$ cat config.mk
export PLATFORM = sky130hd
export DESIGN_NAME = indexed_list_engine
export DESIGN_NICKNAME = d
export VERILOG_FILES = /design/src/hw/rtl/ile_pkg.sv /design/src/hw/rtl/ile_ctrl.sv /design/src/hw/rtl/ile_dp.sv /design/src/hw/rtl/indexed_list_engine.sv
export SDC_FILE = /design/constraint.sdc
export NUM_CORES = 2
export LEC_CHECK = 0
export ABC_AREA = 1
export BUFFER_PORTS_ARGS = -buffer_cell sky130_fd_sc_hd__buf_4
export CORE_ASPECT_RATIO = 1.4
export CORE_UTILIZATION = 63
export CTS_CLUSTER_SIZE = 8
export DETAILED_ROUTE_END_ITERATION = 6
export GPL_ROUTABILITY_DRIVEN = 0
export PLACE_DENSITY = 0.79
export SETUP_SLACK_MARGIN = 0.15
export SLEW_MARGIN = 40
export SYNTH_ARGS = -nofsm -noshare
export SYNTH_HDL_FRONTEND = slang
export SYNTH_SLANG_ARGS = --single-unit
$ cat constraint.sdc
create_clock -name clk -period 5.05 [get_ports clk]
set_input_delay 0.7575 -clock clk [delete_from_list [all_inputs] [get_ports clk]]
set_output_delay 0.7575 -clock clk [all_outputs]
set_load 0.02 [all_outputs]
$ cat src/hw/rtl/ile_pkg.sv
// ============================================================================
// ile_pkg: shared types and constants for the indexed list engine
// Word layouts, operation and status codes, and the command/status bundles
// between the list controller and the list datapath.
// ============================================================================
package ile_pkg;

    // list sizing
    localparam int CAPACITY     = 64;
    localparam int PAYLOAD_BITS = 32;
    localparam int ADDR_W       = $clog2(CAPACITY);

    // fixed field widths
    localparam int MODE_W   = 3;
    localparam int POS_W    = 7;
    localparam int DATA_W   = 32;
    localparam int STATUS_W = 2;
    localparam int CNT_W    = 7;

    // operation codes
    localparam logic [MODE_W-1:0] MODE_APPEND = 3'd0;
    localparam logic [MODE_W-1:0] MODE_INSERT = 3'd1;
    localparam logic [MODE_W-1:0] MODE_READ   = 3'd2;
    localparam logic [MODE_W-1:0] MODE_POP    = 3'd3;
    localparam logic [MODE_W-1:0] MODE_REMOVE = 3'd4;
    localparam logic [MODE_W-1:0] MODE_CLEAR  = 3'd5;

    // status codes
    localparam logic [STATUS_W-1:0] ST_OK    = 2'd0;
    localparam logic [STATUS_W-1:0] ST_RANGE = 2'd1;
    localparam logic [STATUS_W-1:0] ST_EMPTY = 2'd2;
    localparam logic [STATUS_W-1:0] ST_FULL  = 2'd3;

    // input word
    typedef struct packed {
        logic [MODE_W-1:0] mode;
        logic [POS_W-1:0]  position;
        logic [DATA_W-1:0] payload_in;
    } ile_in_t;

    // output word
    typedef struct packed {
        logic [STATUS_W-1:0] status;
        logic [DATA_W-1:0]   payload_out;
        logic [CNT_W-1:0]    count_after;
    } ile_out_t;

    // memory read address select
    typedef enum logic [1:0] {
        RD_POS,
        RD_LAST,
        RD_PREV,
        RD_NEXT
    } ile_rd_sel_t;

    // memory write address/data select
    typedef enum logic [1:0] {
        WR_TAIL,
        WR_POS,
        WR_UP,
        WR_DOWN
    } ile_wr_sel_t;

    // entry count update
    typedef enum logic [1:0] {
        CNT_HOLD,
        CNT_INC,
        CNT_DEC,
        CNT_CLR
    } ile_cnt_op_t;

    // controller -> datapath
    typedef struct packed {
        logic                op_load;
        logic                rd_en;
        ile_rd_sel_t         rd_sel;
        logic                wr_en;
        ile_wr_sel_t         wr_sel;
        ile_cnt_op_t         cnt_op;
        logic                res_grab;
        logic                status_load;
        logic [STATUS_W-1:0] status_val;
        logic                out_load;
    } ile_cmd_t;

    // datapath -> controller
    typedef struct packed {
        logic [MODE_W-1:0] mode;
        logic              is_empty;
        logic              is_full;
        logic              pos_gt_cnt;
        logic              pos_ge_cnt;
        logic              pos_eq_cnt;
        logic              ptr_at_pos;
        logic              ptr_at_last;
        logic              out_free;
    } ile_stat_t;

endpackage

$ cat src/hw/rtl/ile_ctrl.sv
// ============================================================================
// ile_ctrl: list operation sequencer
// Decodes the latched operation, checks errors, and steps the datapath
// through single accesses or the one-entry-per-cycle shift of the store.
// ============================================================================
module ile_ctrl (
    input  logic              clk,
    input  logic              rst_n,
    input  logic              in_valid,
    output logic              in_ready,
    input  ile_pkg::ile_stat_t stat,
    output ile_pkg::ile_cmd_t  cmd
);

    localparam logic [2:0] S_IDLE   = 3'd0;
    localparam logic [2:0] S_DECIDE = 3'd1;
    localparam logic [2:0] S_GRAB   = 3'd2;
    localparam logic [2:0] S_UP     = 3'd3;
    localparam logic [2:0] S_PUT    = 3'd4;
    localparam logic [2:0] S_DOWN   = 3'd5;
    localparam logic [2:0] S_FINISH = 3'd6;

    logic [2:0] state_reg;
    logic [2:0] state_next;

    // state register
    always_ff @(posedge clk or negedge rst_n)
    begin
        if (!rst_n)
        begin
            state_reg <= S_IDLE;
        end
        else
        begin
            state_reg <= state_next;
        end
    end

    assign in_ready = (state_reg == S_IDLE);

    // next state and commands
    always_comb
    begin
        cmd        = '0;
        state_next = state_reg;
        unique case (state_reg)
            S_IDLE:
            begin
                if (in_valid)
                begin
                    cmd.op_load = 1'b1;
                    state_next  = S_DECIDE;
                end
            end
            S_DECIDE:
            begin
                state_next      = S_FINISH;
                cmd.status_load = 1'b1;
                cmd.status_val  = ile_pkg::ST_OK;
                unique case (stat.mode)
                    ile_pkg::MODE_APPEND:
                    begin
                        if (stat.is_full)
                        begin
                            cmd.status_val = ile_pkg::ST_FULL;
                        end
                        else
                        begin
                            cmd.wr_en  = 1'b1;
                            cmd.wr_sel = ile_pkg::WR_TAIL;
                            cmd.cnt_op = ile_pkg::CNT_INC;
                        end
                    end
                    ile_pkg::MODE_INSERT:
                    begin
                        if (stat.pos_gt_cnt)
                        begin
                            cmd.status_val = ile_pkg::ST_RANGE;
                        end
                        else if (stat.is_full)
                        begin
                            cmd.status_val = ile_pkg::ST_FULL;
                        end
                        else if (stat.pos_eq_cnt)
                        begin
                            cmd.wr_en  = 1'b1;
                            cmd.wr_sel = ile_pkg::WR_POS;
                            cmd.cnt_op = ile_pkg::CNT_INC;
                        end
                        else
                        begin
                            // shift tail up, starting at the last entry
                            cmd.rd_en  = 1'b1;
                            cmd.rd_sel = ile_pkg::RD_LAST;
                            state_next = S_UP;
                        end
                    end
                    ile_pkg::MODE_READ:
                    begin
                        if (stat.pos_ge_cnt)
                        begin
                            cmd.status_val = ile_pkg::ST_RANGE;
                        end
                        else
                        begin
                            cmd.rd_en  = 1'b1;
                            cmd.rd_sel = ile_pkg::RD_POS;
                            state_next = S_GRAB;
                        end
                    end
                    ile_pkg::MODE_POP:
                    begin
                        if (stat.is_empty)
                        begin
                            cmd.status_val = ile_pkg::ST_EMPTY;
                        end
                        else
                        begin
                            cmd.rd_en  = 1'b1;
                            cmd.rd_sel = ile_pkg::RD_LAST;
                            state_next = S_GRAB;
                        end
                    end
                    ile_pkg::MODE_REMOVE:
                    begin
                        if (stat.is_empty)
                        begin
                            cmd.status_val = ile_pkg::ST_EMPTY;
                        end
                        else if (stat.pos_ge_cnt)
                        begin
                            cmd.status_val = ile_pkg::ST_RANGE;
                        end
                        else
                        begin
                            cmd.rd_en  = 1'b1;
                            cmd.rd_sel = ile_pkg::RD_POS;
                            state_next = S_GRAB;
                        end
                    end
                    ile_pkg::MODE_CLEAR:
                    begin
                        cmd.cnt_op = ile_pkg::CNT_CLR;
                    end
                    default:
                    begin
                        // unused modes: no change
                    end
                endcase
            end
            S_GRAB:
            begin
                cmd.res_grab = 1'b1;
                if ((stat.mode == ile_pkg::MODE_REMOVE) && !stat.ptr_at_last)
                begin
                    // close the gap, starting just above the removed entry
                    cmd.rd_en  = 1'b1;
                    cmd.rd_sel = ile_pkg::RD_NEXT;
                    state_next = S_DOWN;
                end
                else
                begin
                    if ((stat.mode == ile_pkg::MODE_POP) ||
                        (stat.mode == ile_pkg::MODE_REMOVE))
                    begin
                        cmd.cnt_op = ile_pkg::CNT_DEC;
                    end
                    state_next = S_FINISH;
                end
            end
            S_UP:
            begin
                // move entry ptr to ptr+1, fetch the one below
                cmd.wr_en  = 1'b1;
                cmd.wr_sel = ile_pkg::WR_UP;
                if (stat.ptr_at_pos)
                begin
                    state_next = S_PUT;
                end
                else
                begin
                    cmd.rd_en  = 1'b1;
                    cmd.rd_sel = ile_pkg::RD_PREV;
                end
            end
            S_PUT:
            begin
                cmd.wr_en  = 1'b1;
                cmd.wr_sel = ile_pkg::WR_POS;
                cmd.cnt_op = ile_pkg::CNT_INC;
                state_next = S_FINISH;
            end
            S_DOWN:
            begin
                // move entry ptr to ptr-1, fetch the one above
                cmd.wr_en  = 1'b1;
                cmd.wr_sel = ile_pkg::WR_DOWN;
                if (stat.ptr_at_last)
                begin
                    cmd.cnt_op = ile_pkg::CNT_DEC;
                    state_next = S_FINISH;
                end
                else
                begin
                    cmd.rd_en  = 1'b1;
                    cmd.rd_sel = ile_pkg::RD_NEXT;
                end
            end
            S_FINISH:
            begin
                if (stat.out_free)
                begin
                    cmd.out_load = 1'b1;
                    state_next   = S_IDLE;
                end
            end
            default:
            begin
                state_next = S_IDLE;
            end
        endcase
    end

    // an accepted word is always decoded in the next cycle
    a_accept_decides: assert property (@(posedge clk) disable iff (!rst_n)
        (in_valid && in_ready) |=> (state_reg == S_DECIDE))
        else $error("accepted word not decoded");

    // the result is only handed over from the finish step
    a_out_from_finish: assert property (@(posedge clk) disable iff (!rst_n)
        cmd.out_load |-> (state_reg == S_FINISH))
        else $error("result loaded outside finish");

endmodule

$ cat src/hw/rtl/ile_dp.sv
// ============================================================================
// ile_dp: list datapath
// Entry store (one write, one registered read per cycle), entry count,
// shift pointer, latched operation and the output result register.
// ============================================================================
module ile_dp (
    input  logic               clk,
    input  logic               rst_n,
    input  ile_pkg::ile_in_t   in_data,
    input  ile_pkg::ile_cmd_t  cmd,
    output ile_pkg::ile_stat_t stat,
    output logic               out_valid,
    input  logic               out_ready,
    output ile_pkg::ile_out_t  out_data
);

    logic [ile_pkg::PAYLOAD_BITS-1:0] store_mem [ile_pkg::CAPACITY];

    logic [ile_pkg::MODE_W-1:0]       mode_reg;
    logic [ile_pkg::POS_W-1:0]        pos_reg;
    logic [ile_pkg::PAYLOAD_BITS-1:0] word_reg;
    logic [ile_pkg::CNT_W-1:0]        count_reg;
    logic [ile_pkg::CNT_W-1:0]        count_next;
    logic [ile_pkg::ADDR_W-1:0]       ptr_reg;
    logic [ile_pkg::PAYLOAD_BITS-1:0] rd_data_reg;
    logic [ile_pkg::PAYLOAD_BITS-1:0] res_word_reg;
    logic [ile_pkg::STATUS_W-1:0]     status_reg;
    logic                             out_valid_reg;
    ile_pkg::ile_out_t                out_data_reg;

    logic [ile_pkg::CNT_W-1:0]        count_m1;
    logic [ile_pkg::ADDR_W-1:0]       rd_addr;
    logic [ile_pkg::ADDR_W-1:0]       wr_addr;
    logic [ile_pkg::PAYLOAD_BITS-1:0] wr_data;

    assign count_m1 = count_reg - ile_pkg::CNT_W'(1);

    // status toward the controller
    always_comb
    begin
        stat.mode        = mode_reg;
        stat.is_empty    = (count_reg == '0);
        stat.is_full     = (count_reg == ile_pkg::CNT_W'(ile_pkg::CAPACITY));
        stat.pos_gt_cnt  = (pos_reg > count_reg);
        stat.pos_ge_cnt  = (pos_reg >= count_reg);
        stat.pos_eq_cnt  = (pos_reg == count_reg);
        stat.ptr_at_pos  = (ile_pkg::CNT_W'(ptr_reg) == pos_reg);
        stat.ptr_at_last = (ile_pkg::CNT_W'(ptr_reg) == count_m1);
        stat.out_free    = !out_valid_reg || out_ready;
    end

    // read address select
    always_comb
    begin
        case (cmd.rd_sel)
            ile_pkg::RD_POS:  rd_addr = pos_reg[ile_pkg::ADDR_W-1:0];
            ile_pkg::RD_LAST: rd_addr = count_m1[ile_pkg::ADDR_W-1:0];
            ile_pkg::RD_PREV: rd_addr = ptr_reg - ile_pkg::ADDR_W'(1);
            ile_pkg::RD_NEXT: rd_addr = ptr_reg + ile_pkg::ADDR_W'(1);
            default:          rd_addr = ptr_reg;
        endcase
    end

    // write address and data select
    always_comb
    begin
        case (cmd.wr_sel)
            ile_pkg::WR_TAIL:
            begin
                wr_addr = count_reg[ile_pkg::ADDR_W-1:0];
                wr_data = word_reg;
            end
            ile_pkg::WR_POS:
            begin
                wr_addr = pos_reg[ile_pkg::ADDR_W-1:0];
                wr_data = word_reg;
            end
            ile_pkg::WR_UP:
            begin
                wr_addr = ptr_reg + ile_pkg::ADDR_W'(1);
                wr_data = rd_data_reg;
            end
            ile_pkg::WR_DOWN:
            begin
                wr_addr = ptr_reg - ile_pkg::ADDR_W'(1);
                wr_data = rd_data_reg;
            end
            default:
            begin
                wr_addr = ptr_reg;
                wr_data = rd_data_reg;
            end
        endcase
    end

    // entry store
    always_ff @(posedge clk)
    begin
        if (cmd.wr_en)
        begin
            store_mem[wr_addr] <= wr_data;
        end
        if (cmd.rd_en)
        begin
            rd_data_reg <= store_mem[rd_addr];
        end
    end

    // shift pointer follows the last read address
    always_ff @(posedge clk)
    begin
        if (cmd.rd_en)
        begin
            ptr_reg <= rd_addr;
        end
    end

    // latched operation and result word
    always_ff @(posedge clk)
    begin
        if (cmd.op_load)
        begin
            mode_reg     <= in_data.mode;
            pos_reg      <= in_data.position;
            word_reg     <= ile_pkg::PAYLOAD_BITS'(in_data.payload_in);
            res_word_reg <= '0;
        end
        else if (cmd.res_grab)
        begin
            res_word_reg <= rd_data_reg;
        end
        if (cmd.status_load)
        begin
            status_reg <= cmd.status_val;
        end
    end

    // entry count
    always_comb
    begin
        case (cmd.cnt_op)
            ile_pkg::CNT_INC: count_next = count_reg + ile_pkg::CNT_W'(1);
            ile_pkg::CNT_DEC: count_next = count_m1;
            ile_pkg::CNT_CLR: count_next = '0;
            default:          count_next = count_reg;
        endcase
    end

    always_ff @(posedge clk or negedge rst_n)
    begin
        if (!rst_n)
        begin
            count_reg <= '0;
        end
        else
        begin
            count_reg <= count_next;
        end
    end

    // output result register
    always_ff @(posedge clk or negedge rst_n)
    begin
        if (!rst_n)
        begin
            out_valid_reg <= 1'b0;
        end
        else if (cmd.out_load)
        begin
            out_valid_reg <= 1'b1;
        end
        else if (out_ready)
        begin
            out_valid_reg <= 1'b0;
        end
    end

    always_ff @(posedge clk)
    begin
        if (cmd.out_load)
        begin
            out_data_reg.status      <= status_reg;
            out_data_reg.payload_out <= ile_pkg::DATA_W'(res_word_reg);
            out_data_reg.count_after <= count_reg;
        end
    end

    assign out_valid = out_valid_reg;
    assign out_data  = out_data_reg;

    // count never passes the capacity
    a_count_bound: assert property (@(posedge clk) disable iff (!rst_n)
        count_reg <= ile_pkg::CNT_W'(ile_pkg::CAPACITY))
        else $error("entry count above capacity");

    // count moves by one or drops to zero
    a_count_step: assert property (@(posedge clk) disable iff (!rst_n)
        1'b1 |=> ((count_reg == $past(count_reg)) ||
                  (count_reg == $past(count_reg) + ile_pkg::CNT_W'(1)) ||
                  (count_reg == $past(count_reg) - ile_pkg::CNT_W'(1)) ||
                  (count_reg == '0)))
        else $error("entry count jumped");

    // a new result never overwrites one still waiting
    a_no_overwrite: assert property (@(posedge clk) disable iff (!rst_n)
        cmd.out_load |-> (!out_valid_reg || out_ready))
        else $error("pending result overwritten");

endmodule

$ cat src/hw/rtl/indexed_list_engine.sv
// ============================================================================
// indexed_list_engine: ordered list with insert/remove by index
// Keeps up to CAPACITY payload words in order; one operation per input word,
// one result word (status, payload, new length) per operation.
// ============================================================================
//
//  channel   dir   handshake               word
//  -------   ---   ---------------------   ----------------------------------
//  in        in    in_valid / in_ready     mode, position, payload_in
//  out       out   out_valid / out_ready   status, payload_out, count_after
//
//  Append, clear, error cases and unused modes go straight from decode to
//  the finish step; read and pop make one store read first; insert and
//  remove also shift the entries from the position to the end of the list,
//  one entry per cycle. Reset clears the entry count and the output valid
//  flag; the store is not cleared. A new word is taken once the previous
//  result sits in the output register; a stalled output holds the next
//  operation at its finish step.
//
module indexed_list_engine (
    input  logic              clk,
    input  logic              rst_n,
    input  logic              in_valid,
    output logic              in_ready,
    input  ile_pkg::ile_in_t  in_data,
    output logic              out_valid,
    input  logic              out_ready,
    output ile_pkg::ile_out_t out_data
);

    ile_pkg::ile_cmd_t  cmd;
    ile_pkg::ile_stat_t stat;

    // sequencer
    ile_ctrl u_ctrl (
        .clk      (clk),
        .rst_n    (rst_n),
        .in_valid (in_valid),
        .in_ready (in_ready),
        .stat     (stat),
        .cmd      (cmd)
    );

    // store, count and result register
    ile_dp u_dp (
        .clk       (clk),
        .rst_n     (rst_n),
        .in_data   (in_data),
        .cmd       (cmd),
        .stat      (stat),
        .out_valid (out_valid),
        .out_ready (out_ready),
        .out_data  (out_data)
    );

endmodule

Yosys cells after proc, flatten, opt, wreduce, memory -nomap -nowiden
Memories as Yosys holds them, arrays and structs flattened. A register that Yosys moved wholly into a read port is not among the register bits.
Cells that the tools add are included.
{ "word_totals": {"rom_bits": 0, "memories": 1, "out_inout_bits": 43, "latch_bits": 0, "regBits": 134, "ram_bits": 2048} }
{ "memory_table": {"columns": ["name", "words", "word_bits", "read_ports", "rd_clocked_by_memory_dff", "write_ports", "line_no", "text"], "rows": [
  ["u_dp.store_mem", 64, 32, 1, 1, 1, "ile_dp.sv:17", "logic [ile_pkg::PAYLOAD_BITS-1:0] store_mem [ile_pkg::CAPACITY];"]
]} }
{ "op_classes": {"n_bitwise": 0, "n_shift": 0, "order_cmp": 2, "n_div": 0, "n_reduce_logical": 15, "add_sub_neg": 4, "multipliers": 0, "eq_ne": 28, "muxes": 53} }
{ "op_table": {"columns": ["cell", "count"], "rows": [
  ["$pmux W32 S2", 1],
  ["$mux W3", 18],
  ["$pmux W3 S4", 4],
  ["$pmux W6 S4", 2],
  ["$pmux W3 S7", 1],
  ["$pmux W7 S3", 1],
  ["$mux W2", 8],
  ["$mux W8", 2],
  ["$eq A3 B3 Y1 const B", 5],
  ["$eq A6 B7 Y1", 2],
  ["$eq A2 B2 Y1 const B", 6],
  ["$eq A3 B2 Y1 const B", 4],
  ["$mux W1", 10],
  ["$mux W5", 2],
  ["$pmux W2 S5", 1],
  ["$pmux W2 S4", 1],
  ["$add A7 B1 Y7 const B", 1],
  ["$eq A7 B7 Y1", 1],
  ["$eq A7 B7 Y1 const B", 1],
  ["$ge A7 B7 Y1", 1],
  ["$gt A7 B7 Y1", 1],
  ["$logic_not A7 Y1", 1],
  ["$sub A7 B1 Y7 const B", 1],
  ["$add A6 B1 Y6 const B", 1],
  ["16 further kinds", 26]
]} }

Depth between registers and ports, before layout
{ "depth": {"ltp_word": 9, "depth_mapped": 26, "mapped_depth_nobuf": 24} }

Hierarchy
A second synthesis with hierarchy kept.
{ "hier_totals": {"cells_unflattened": 9479, "area_unflattened_um2": 98838.5} }
{ "modules_own_cells": {"columns": ["mod", "cells_each", "seq_area_each_um2", "n_inst", "area_per_inst_um2"], "rows": [
  ["ile_dp", 9384, 66033.3, 1, 98344.3],
  ["ile_ctrl", 95, 75.1, 1, 494.2]
]} }

Worst setup path before layout
Ideal clock, no wire load.
{ "synth_timing": {"path_type": "reg-to-reg", "startpoint": "register u_dp.count_reg[4] (netlist bit)", "endpoint": "memory u_dp.store_mem[0][0] (netlist bit) (enable)", "stages_incl_launch_ff": 18, "setup_slack_ns": 0.804, "path_buffers": 1, "setup_ns": 0.421, "arrival_ns": 3.825, "path_cell_list": "dfrtp_1 > clkinv_1 > ha_1 > nand2_1 > nor2_1 > nand2_1 > inv_1 > nand2_1 > nor2_1 > nor2_1 > inv_1 > clkbuf_1 > o211ai_1 > o21ai_0 > inv_1 > nor2_1 > nand2_1 > nor2_1"} }
{ "synth_via": {"elab_chain_len": 8, "word_cells_on_any_way": 16} }
{ "synth_rtl": {"columns": ["item", "line_no", "text"], "rows": [
  ["start, declared", "ile_dp.sv:22", "logic [ile_pkg::CNT_W-1:0] count_reg;"],
  ["start signal, assigned", "ile_dp.sv:157", "count_reg <= count_next;"],
  ["branches (longest 8 deep; another with $gt A7 B7 Y1)", null, null],
  ["end, declared", "ile_dp.sv:17", null]
]} }
Parallel ways; which one is timed is not known.

Final worst setup path
{ "layout_timing": {"startpoint": "register u_dp.count_reg[1] (netlist bit)", "endpoint": "register u_dp.rd_data_reg[24] (netlist bit), read port of u_dp.store_mem, data pin"} }
{ "layout_via": {"elab_chain_len": 8, "word_cells_on_any_way": 24} }
{ "layout_rtl": {"columns": ["item", "line_no", "text"], "rows": [
  ["$sub A7 B1 Y7 or $eq A7 B7 Y1 (tied branches)", "ile_dp.sv:36, ile_dp.sv:46", null],
  ["$eq A6 B7 Y1 or $mux W3 (tied branches)", "ile_dp.sv:48, ile_ctrl.sv:84", null],
  ["$logic_not A1 Y1 or $mux W8 (tied branches)", "ile_ctrl.sv:154, ile_ctrl.sv:80", null],
  ["$logic_and A1 B1 Y1 or $mux W8 (tied branches)", "ile_ctrl.sv:154, ile_ctrl.sv:76", null],
  ["$mux W3 or $pmux W3 S4 (tied branches)", "ile_ctrl.sv:154, ile_ctrl.sv:60", null],
  ["$pmux W3 S4", "ile_ctrl.sv:46", "unique case (state_reg)"],
  ["$eq A2 B2 Y1 (tied with other cells)", "ile_dp.sv:55", "case (cmd.rd_sel)"],
  ["$pmux W6 S4", "ile_dp.sv:55", null],
  ["end, declared", "ile_dp.sv:25", "logic [ile_pkg::PAYLOAD_BITS-1:0] rd_data_reg;"]
]} }
Parallel ways exist; a longest one is shown, timed or not.
A chain may end at the register's enable or synchronous reset.

==> metrics.json <==
{
  "number_of_antenna_violations_at_the_first_check_in_global_routing": 8,
  "die_height_um": 452.1,
  "timing.final.hold_violations": 0,
  "synth.yosys.warnings": 0,
  "layout.area.seq_um2": 66110,
  "synth_top_flop_cell": "edfxtp_1",
  "cell_count_after_synthesis": 7580,
  "failed_checks": "design-rule violations",
  "worst-setup-path-type": "reg2reg",
  "clock_power_share_pct": 23.5,
  "cp.required_ns": 5.69,
  "drt-initial-drc-count": 11320,
  "layout.cells.most_common_list": "edfxtp_1, nand3_1, nand2_1",
  "ir_worst_vdd_uv": 1124,
  "min_period_over_period_pct": 96.14,
  "status": "complete, but fails checks",
  "worstMarginPinSlew_ns": 0.9716,
  "route.detailed.vias_per_inst": 6.955,
  "power_switching_mw": 34.13,
  "syn_nets": 7637,
  "global_route.usage.total_pct": 36.21,
  "grt_pass1_vias": 65680,
  "worst_setup_hold_path_clk_slew_ns": 0.05,
  "grt.overflow.total": 0,
  "power.share.switching_pct": 43.21,
  "worst_setup_path_end_kind": "flip-flop",
  "final_max_slew_viol_count": 0,
  "static-leakage-power_nw": 36.48,
  "cts_tree": "yes",
  "launch_point_of_the_critical_path": "u_dp.count_reg[1]",
  "reg2regPathDepth": 23,
  "cts.root.buffer_cell": "clkbuf_16",
  "r2r-start": "u_dp.count_reg[1]",
  "syn2layout_area_growth_pct": 13.85,
  "critical_path.max_fanout": 48,
  "path_depth": 23,
  "worst_setup_path_start_kind": "flip-flop",
  "setup_viol_count_final": 0,
  "core-area_um2": 143200,
  "cts_made_buffers": 326,
  "cts_htree_levels": 5,
  "wl_per_cell_um": 27.81,
  "crit-reg2reg-capture": "u_dp.rd_data_reg[24]",
  "top_level_ports": 89,
  "slowest_stage": "clkbuf_8",
  "critical_path.n_buffers_inverters": 5,
  "synth-async-reset-ratio_pct": 0.4968,
  "critical-path-max-stage-delay_ns": 0.48,
  "synth_largest_type_area_fraction_pct": 71.52,
  "maximum_number_of_pins_on_one_net_before_global_route_repair": 164,
  "crit_path_end": "u_dp.rd_data_reg[24]",
  "worst-r2r-setup-slack_ns": 0.19,
  "arrival_ns": 5.50,
  "drc": 25,
  "start_util_pct": 63.64,
  "antenna_violating_nets_post_route": 0,
  "clock_net_sink_count": 2214,
  "timing.max_slew.rel_slack_pct": 35.23,
  "total_power_mw": 78.98,
  "placed_wire_length_estimate_um": 141400,
  "dieWidth_um": 323.5,
  "crit_top_cell": "nand2_1",
  "share_of_final_layout_standard_cells_stronger_than_drive_strength_1_pct": 10.27,
  "timing.hold.worst.class": "in2reg",
  "maxClockFrequency_ghz": 0.2060,
  "count_of_flip_flops_with_a_built_in_enable_after_synthesis": 2171,
  "layout_min_cycle_time_ns": 4.855,
  "drv_cap": 0,
  "design.die.area_um2": 146200,
  "grt_setup_unrepaired": "true",
  "p_int_mw": 44.86,
  "input_output_buffers": 88,
  "synth-seq-area-share_pct": 72.52,
  "synth-seq-cells": 2214,
  "average_cell_area_after_synthesis_um2": 12.03,
  "pwr-share-comb_pct": 44.7,
  "netlist-cell-type-count": 39,
  "n_fill_cell": 8536,
  "drtPass1Iterations": 7,
  "placementRows": 164,
  "largest_register_ffs": 2048,
  "clk_latency_ns": 0.93,
  "post-synth-top-area-cell": "edfxtp_1",
  "seq_power_share_pct": 31.9,
  "finalClockSkew_ns": 0.05640,
  "most_common_cell_after_layout_fill_and_taps_aside": "edfxtp_1",
  "via_count": 66720,
  "cellPowerDensity_nw_per_um2": 761.0,
  "fin_setup_tns_ns": 0,
  "detail_route.wirelength_um": 266800,
  "multi_input_comb_area_um2": 22890,
  "final_net_count": 7701,
  "first_pass_grt_wire_length_um": 394300,
  "critical_path.cell_chain": "inv_1, ha_2, inv_1, nand2_1, nand2_1, nor2_1, nand3_1, nor2_1, nand3_2, nand2_4, nand2_2, nor2_8, nand2_4, o211ai_1, o22ai_4, inv_4, clkbuf_8, buf_4, nand3_1, nand3_1, nand2_1, nand2_1, nand2_1",
  "netlist_area_um2": 91160,
  "max-clock-path-buffers": 4,
  "synth.area.top_cells": "edfxtp_1, nand3_1, nand2_1",
  "worst_path_dominant_cell_family": "simple AND/OR/NAND/NOR gates"
}
[cells in the mapped netlist, types with 4 or more instances]
master    instances
ha_1             11
buf_2           266
inv_2             8
buf_1            33
buf_4            23
clkbuf_1        274
xnor2_1           5
xor2_1           11
a21oi_1          43
nor2_4            4
o22ai_1           7
dfxtp_1          32
nor3_1           10
nand3_1        1951
dfrtp_1          11
nand4_1         613
o211ai_1          5
nor2_1          117
o21ai_0          19
clkinv_1          4
a22oi_1           4
nand2_1        1865
inv_1            66
edfxtp_1       2171
[worst register-to-register path, delay by kind of cell, from the launching register on]
kind / cells / cell delay [ns]
AOI/OAI and AO/OA: 2 / 0.34
adders and majority gates: 1 / 0.36
buffers and inverters: 5 / 1.26
DFF: 1 / 0.47
and+or+nand+nor: 15 / 2.20
[logic make-up after synthesis]
family,count (synthesis),synth area share [%]
flip-flops,2214,72.52
XOR/XNOR,16,0.1537
AO/OA/AOI/OAI,87,0.5436
buffers and inverters,675,3.248
adder cells (fa/ha/maj),11,0.1510
AND/OR/NAND/NOR,4577,23.38
[per-layer routing]
| layer | share of wire, % | GRT usage (%) | vias up |
|---|---|---|---|
| li1 | - | - | 27840 |
| met1 | 32 | 44.98 | 31600 |
| met2 | 47 | 56.50 | 6004 |
| met3 | 14 | 10.02 | 1263 |
| met4 | 6.4 | 22.44 | 14 |
| met5 | 0.037 | 0 | - |
[metrics by stage]
stage	cell area, um2	util (%)	cells	hold WS [ns]	setup slack, ns
after floorplan	91160	-	7580	0.4003	0.8043
after global placement	94610	66.05	9185	0.4140	0.3049
after detailed placement	94930	66.28	9193	0.4158	0.2111
after CTS	103500	72.30	9580	0.001831	0.1833
after global routing	103800	72.46	9591	0.01441	0.1457
final	103800	72.46	9592	0.03301	0.1948
[area by class of cell]
type	instances	share of cell area (%)
tap	1909	2.302
antenna	1	0.002411
clock buffer	355	7.986
multi-input combinational	4691	22.05
clock inverter	11	0.1133
timing repair buffer	333	3.526
inverter	78	0.3183
sequential	2214	63.70
[repair_timing]
action	4_1_cts	5_1_grt
endpoints found under the hold margin	31	0
resized for setup	1	8
setup buffers	0	9
endpoints found under the setup margin	1	23
pin swaps	0	2
cloned	0	1
hold buffers	21	0
[worst min path at each step]
stage | from | end | cells after the start | slack (ns)
final | in_data[20] | u_dp.word_reg[20] | 1 | 0.03
after global routing | in_data[11] | u_dp.word_reg[11] | 1 | 0.01
after CTS | in_data[11] | u_dp.word_reg[11] | 1 | 0.002
after detailed placement | u_dp.res_word_reg[2] | u_dp.out_data[9] | 0 | 0.42
after global placement | u_dp.res_word_reg[24] | u_dp.out_data[31] | 0 | 0.41
after floorplan | u_dp.status_reg[0] | u_dp.out_data[39] | 0 | 0.40
[power by group through the flow]
stage          logic [mW]  clock network [mW]  registers, mW
6_report             35.3                18.6           25.2
5_1_grt              37.1                19.3           25.2
4_1_cts              33.7                18.5           25.1
3_5_place_dp         33.1                   0           25.4
3_3_place_gp         32.0                   0           25.4
2_1_floorplan        20.6                   0           25.3
Note: power is estimated with default switching activity, not from simulation.
